<file path="config.mk">
export PLATFORM = sky130hd
export DESIGN_NAME = llqfp_ctrl
export DESIGN_NICKNAME = d
export VERILOG_FILES = /design/src/hw/rtl/linked_list_queue_free_pool_defines.svh /design/src/hw/rtl/llqfp_pkg.sv /design/src/hw/rtl/llqfp_ctrl.sv
export SDC_FILE = /design/constraint.sdc
export NUM_CORES = 1
export LEC_CHECK = 0
export BUFFER_PORTS_ARGS = -buffer_cell sky130_fd_sc_hd__buf_2
export CAP_MARGIN = 0
export CORE_AREA = 3 3 40 42
export CTS_CLUSTER_DIAMETER = 100
export CTS_CLUSTER_SIZE = 25
export DETAILED_ROUTE_END_ITERATION = 8
export DIE_AREA = 0 0 43 45
export PLACE_DENSITY = 0.31
export SYNTH_ARGS = -nofsm -noshare
export SYNTH_HDL_FRONTEND = slang
export SYNTH_SLANG_ARGS = --single-unit
</file>
<file path="constraint.sdc">
create_clock -name clock -period 1.2 [get_ports clock]
set_clock_uncertainty 0.05 [all_clocks]
set_input_delay 0.06 -clock clock [delete_from_list [all_inputs] [get_ports clock]]
set_output_delay 0.06 -clock clock [all_outputs]
set_load 0.1 [all_outputs]
</file>
<file path="src/hw/rtl/linked_list_queue_free_pool_defines.svh">
// Assertion macros shared by the linked-list queue RTL.
// Depends on nothing; included by the files that carry assertions.
`ifndef LINKED_LIST_QUEUE_FREE_POOL_DEFINES_SVH
`define LINKED_LIST_QUEUE_FREE_POOL_DEFINES_SVH

// Same-cycle implication, disabled during reset.
`define LLQFP_ASSERT_NOW(label, clk, rst, ante, cons, msg) \
   label: assert property (@(posedge clk) disable iff (rst) (ante) |-> (cons)) else $error(msg);

// Next-cycle implication, disabled during reset.
`define LLQFP_ASSERT_NEXT(label, clk, rst, ante, cons, msg) \
   label: assert property (@(posedge clk) disable iff (rst) (ante) |=> (cons)) else $error(msg);

// Delayed implication, disabled during reset.
`define LLQFP_ASSERT_TWO(label, clk, rst, ante, cons, msg) \
   label: assert property (@(posedge clk) disable iff (rst) (ante) |-> ##2 (cons)) else $error(msg);

`endif

</file>
<file path="src/hw/rtl/llqfp_pkg.sv">
// Shared constants, operation codes and controller/datapath structs for the
// linked-list queue with free pool. No dependencies.
`timescale 1ns / 1ps
`default_nettype none

package llqfp_pkg;

   localparam int DEF_POOL_DEPTH  = 1024;
   localparam int RESET_POOL_SIZE = 1024;
   localparam int CSR_W           = 11;
   localparam int DATA_W          = 32;

   localparam logic FUNC_WRITE = 1'b0;
   localparam logic FUNC_READ  = 1'b1;

   typedef struct packed {
      logic capture;
      logic enq;
      logic deq;
      logic finish;
   } ctl_cmd_type;

   typedef struct packed {
      logic queue_empty;
      logic pool_exhausted;
   } dp_status_type;

endpackage

`default_nettype wire

</file>
<file path="src/hw/rtl/llqfp_ctrl.sv">
// Controller state machine for the linked-list queue: handshakes and commands.
// Depends on llqfp_pkg.
`timescale 1ns / 1ps
`default_nettype none

module llqfp_ctrl
   import llqfp_pkg::*;
(
   input  wire logic          clock,
   input  wire logic          reset,
   input  wire logic          req_valid,
   output      logic          req_ready,
   input  wire logic          req_func,
   output      logic          rsp_valid,
   input  wire logic          rsp_ready,
   input  wire dp_status_type status,
   output      ctl_cmd_type   cmd
);

   typedef enum logic {
      ST_IDLE,
      ST_EXEC
   } state_type;

   state_type state_ff, state_in;
   logic      op_ff, op_in;
   logic      rsp_valid_ff, rsp_valid_in;
   logic      accept;

   assign req_ready = (state_ff == ST_IDLE) && (!rsp_valid_ff || rsp_ready);
   assign accept    = req_valid && req_ready;
   assign rsp_valid = rsp_valid_ff;

   always_comb begin
      cmd.capture = accept;
      cmd.finish  = (state_ff == ST_EXEC);
      cmd.enq     = (state_ff == ST_EXEC) && (op_ff == FUNC_WRITE) && !status.pool_exhausted;
      cmd.deq     = (state_ff == ST_EXEC) && (op_ff == FUNC_READ) && !status.queue_empty;
   end

   always_comb begin
      state_in     = state_ff;
      op_in        = op_ff;
      rsp_valid_in = rsp_valid_ff && !rsp_ready;
      case (state_ff)
         ST_IDLE: begin
            if (accept) begin
               state_in = ST_EXEC;
               op_in    = req_func;
            end
         end
         ST_EXEC: begin
            state_in     = ST_IDLE;
            rsp_valid_in = 1'b1;
         end
         default: begin
            state_in = ST_IDLE;
         end
      endcase
   end

   always_ff @(posedge clock) begin
      if (reset) begin
         state_ff     <= ST_IDLE;
         op_ff        <= FUNC_WRITE;
         rsp_valid_ff <= 1'b0;
      end else begin
         state_ff     <= state_in;
         op_ff        <= op_in;
         rsp_valid_ff <= rsp_valid_in;
      end
   end

endmodule

`default_nettype wire

</file>
# == After elaboration in Yosys (flattened, before gate mapping) ==
# Cells that the tools add are included.
# op_classes
bitwise_logic,2
n_reduce_logical,13
n_mux,3
# op_table
cell,count
1-bit logical AND,7
1-bit zero test,4
1-bit 2-to-1 mux,2
1-bit inverter,2
1-bit case mux with 2 select lines,1
2-bit AND reduction,1
1-bit logical OR,1
# totals
reg_bits,3
wordCells,21
out_inout_bits,6
input_bits,7

# == Longest topological paths before layout ==
# depth
depth_word,6
mapped_depth,3
ltp_nobuf,3

# == Worst setup path after synthesis ==
# Ideal clock, no wire load.
# synth_timing
path_type,register to output
start,register state_ff
end,output cmd[2] in the netlist's numbering
n_path_buf,0
path_slack_ns,-1.547
t_required_ns,1.090
arrival_ns,2.637
path_stages_with_launch,2
cell_sequence,dfxtp_1 -> nor3b_1
# synth_rtl
element,line,source
start: declaration,llqfp_ctrl.sv:25,"state_type state_ff, state_in;"
start signal: assignment,llqfp_ctrl.sv:68,state_ff <= state_in;
end: declaration,llqfp_ctrl.sv:17,output ctl_cmd_type cmd

==> metrics.md <==
| Metric | Value |
|---|---|
| Status | `finished, violations left` |
| Failing checks | `negative setup slack` |
| Max_cap viols | `0` |
| TritonCTS buffer count | `3` |
| Met2 Wirelength | `242 um` |
| GRT overflow | `0` |
| Hold Path Class | `in -> reg` |
| Die width | `43 um` |
| Placeable Area | `1280 um^2` |
| Met3 wire len | `42 um` |
| Cells after Synth | `16` |
| M1 WL | `169 um` |
| DR WL/cell | `9.65 um` |
| Share of cells above drive strength 1 | `0.794` |
| Maximum clock path buffer count | `2` |
| Peak supply drop | `0.510 mV` |
| Pre-antenna DRT Iters | `2` |
| Nets@finish | `42` |
| CP Data Required Time | `1.09 ns` |
| Row count | `13` |
| 1st-iter DRT viols | `1` |
| Post-synth net total | `23` |
| Pwr/cell area | `1200 nW/um^2` |
| Starting density of the core | `0.126` |
| Commonest cells after routing, fill and taps aside | `buf_2 (7), buf_12 (5), clkbuf_4 (3), buf_4 (3)` |
| Slew Limit Fails | `0` |
| Final hold violation count | `0` |
| Routed Antenna Nets | `0` |
| Initial antenna violation count | `0` |
| Worst slew pin tran | `0.487 ns` |
| Port-buffer cells | `12` |
| Root cell of the clock tree | `clkbuf_4` |
| TritonCTS clock tree | `done` |
| CP Class | `reg -> out` |
| CP Max Fanout | `2` |
| Fin Hold WS | `0.0388 ns` |
| Die height | `45 um` |
| Final wirelength | `473 um` |
| YS warnings | `0` |
| Antenna Cells | `0` |
| Via/cell ratio | `3.57` |
| Worst path max stage delay | `0.33 ns` |
| Final setup margin | `-0.0558 ns` |
| Clk pin slew, worst setup/hold paths | `0.04 ns` |
| RSZ-0062 raised after global routing | `yes` |
| CP endpoint kind | `output pin` |
| Post-layout min period | `1.26 ns` |
| H-tree levels | `1` |
| Critical path launch point type | `flip-flop` |
| Synth cell types | `10` |
| Vias | `175` |
| Fmax | `796 MHz` |
| WP data arrival | `1.15 ns` |
| Post-synth top area share | `0.372` |
| Yosys reg bits | `3` |
| Seq/Total Area, Yosys | `0.372` |
| Slew HR | `0.678` |
| Ranking of synthesized cells by area | `dfxtp_1 (37%), nor3b_4 (12%), buf_4 (9.3%), nor2b_4 (8.5%), nand2b_1 (7.8%)` |
| Vias in the first global route | `185` |
| Syn_area_per_cell | `10.1 um^2` |
| Largest net degree at the start of global routing | `6` |
| Final period util | `1.05` |
| Post-DP Area | `332 um^2` |
| Leak | `0.170 nW` |
| RePlAce Congestion | `0.657` |
| CP max stage cell | `dfxtp_4` |
| IO Pins | `13` |
| Synth Cell Area | `161 um^2` |
| Clock sink count | `3` |
| First-pass GRT wire length | `800 um` |
| Die area | `1940 um^2` |
| Total GRT Usage | `0.0631` |
| Setup violators final | `1` |
| Cell taking the most area after synthesis | `dfxtp_1` |
| Clk_lat worst skew | `0.24 ns` |
| Area Overhead vs Synth | `144%` |
| Commonest non-fill, non-tap cell in the layout | `buf_2` |
| Design area | `394 um^2` |
| Core Util, Final | `0.307` |
| Residual DRC | `0` |
| Top Layer Used | `met4` |
| Cell Chain, Critical Path | `nor2b_4 -> nor3b_4 -> buf_12` |
worst max-delay path, delay by kind of cell (launching register included):
family	cells	cell delay, ns
buffers and inverters	1	0.21
AND/OR/NAND/NOR	2	0.36
flip-flops	1	0.33
layout make-up:
class | count | area, um^2
Sequential cell | 3 | 68.8
Fill cell | 132 | 891
Clock buffer | 4 | 26.3
Timing Repair Buffer | 16 | 168
Tap cell | 15 | 18.8
Multi-Input combinational cell | 11 | 113
sequential cells by signal (all words and copies together) (netlist names):
register and count:
state_ff 1, op_ff 1, rsp_valid 1
stage by stage:
stage / setup slack [ns] / TNS [ns] / cells / power, mW
floorplan: -0.162 / -0.338 / 16 / 0.232
global placement: 0.158 / 0 / 41 / 0.284
detailed placement: 0.143 / 0 / 41 / 0.285
CTS: -0.0890 / -0.128 / 48 / 0.480
global route: -0.108 / -0.108 / 49 / 0.503
finish: -0.0558 / -0.0558 / 49 / 0.473
path summary, 6_finish.rpt:
check                       startpoint                 end  slack [ns]  depth (start not counted)
setup / recovery  rsp_valid$_SDFF_PP0_              cmd[3]       -0.06                          3
hold reg to reg     op_ff$_SDFFE_PP0P_  op_ff$_SDFFE_PP0P_        0.45                          2
setup reg to reg  rsp_valid$_SDFF_PP0_  op_ff$_SDFFE_PP0P_        0.07                          4
hold / removal                req_func  op_ff$_SDFFE_PP0P_        0.04                          3
power breakdown:
group | internal [mW] | switching (mW)
Combinational | 0.0705 | 0.111
Clock | 0.125 | 0.0541
Sequential | 0.106 | 0.00774
metal layers:
layer  global-route usage  vias to the layer above
li1                     -                       87
met5                    0                        -
met2               0.0958                        9
met3               0.0398                        2
met1               0.0526                       77
met4               0.0723                        0
cell usage after synthesis:
| cell type | instances |
|---|---|
| and2b_2 | 1 |
| buf_4 | 2 |
| dfxtp_1 | 3 |
| mux2i_1 | 1 |
| nand2_1 | 1 |
| nand2b_1 | 2 |
| nor2_1 | 3 |
| nor2b_4 | 1 |
| nor3b_1 | 1 |
| nor3b_4 | 1 |
timing repair:
item / CTS / global route
hold endpoints to repair: 1 / 0
hold buffers: 1 / 0
setup buffers: 2 / 2
gates resized for setup: 2 / 1
pin swaps: 1 / 1
endpoints found under the setup margin: 3 / 5
gates cloned: 0 / 0
kinds of logic (layout without fill, tap and decap cells):
| group | after synthesis | count (layout) | synth area share |
|---|---|---|---|
| and+or+nand+nor | 10 | 10 | 0.473 |
| DFF | 3 | 3 | 0.372 |
| muxes | 1 | 1 | 0.0620 |
| buffers and inverters | 2 | 20 | 0.0930 |
Note: power is estimated with default switching activity, not from simulation.
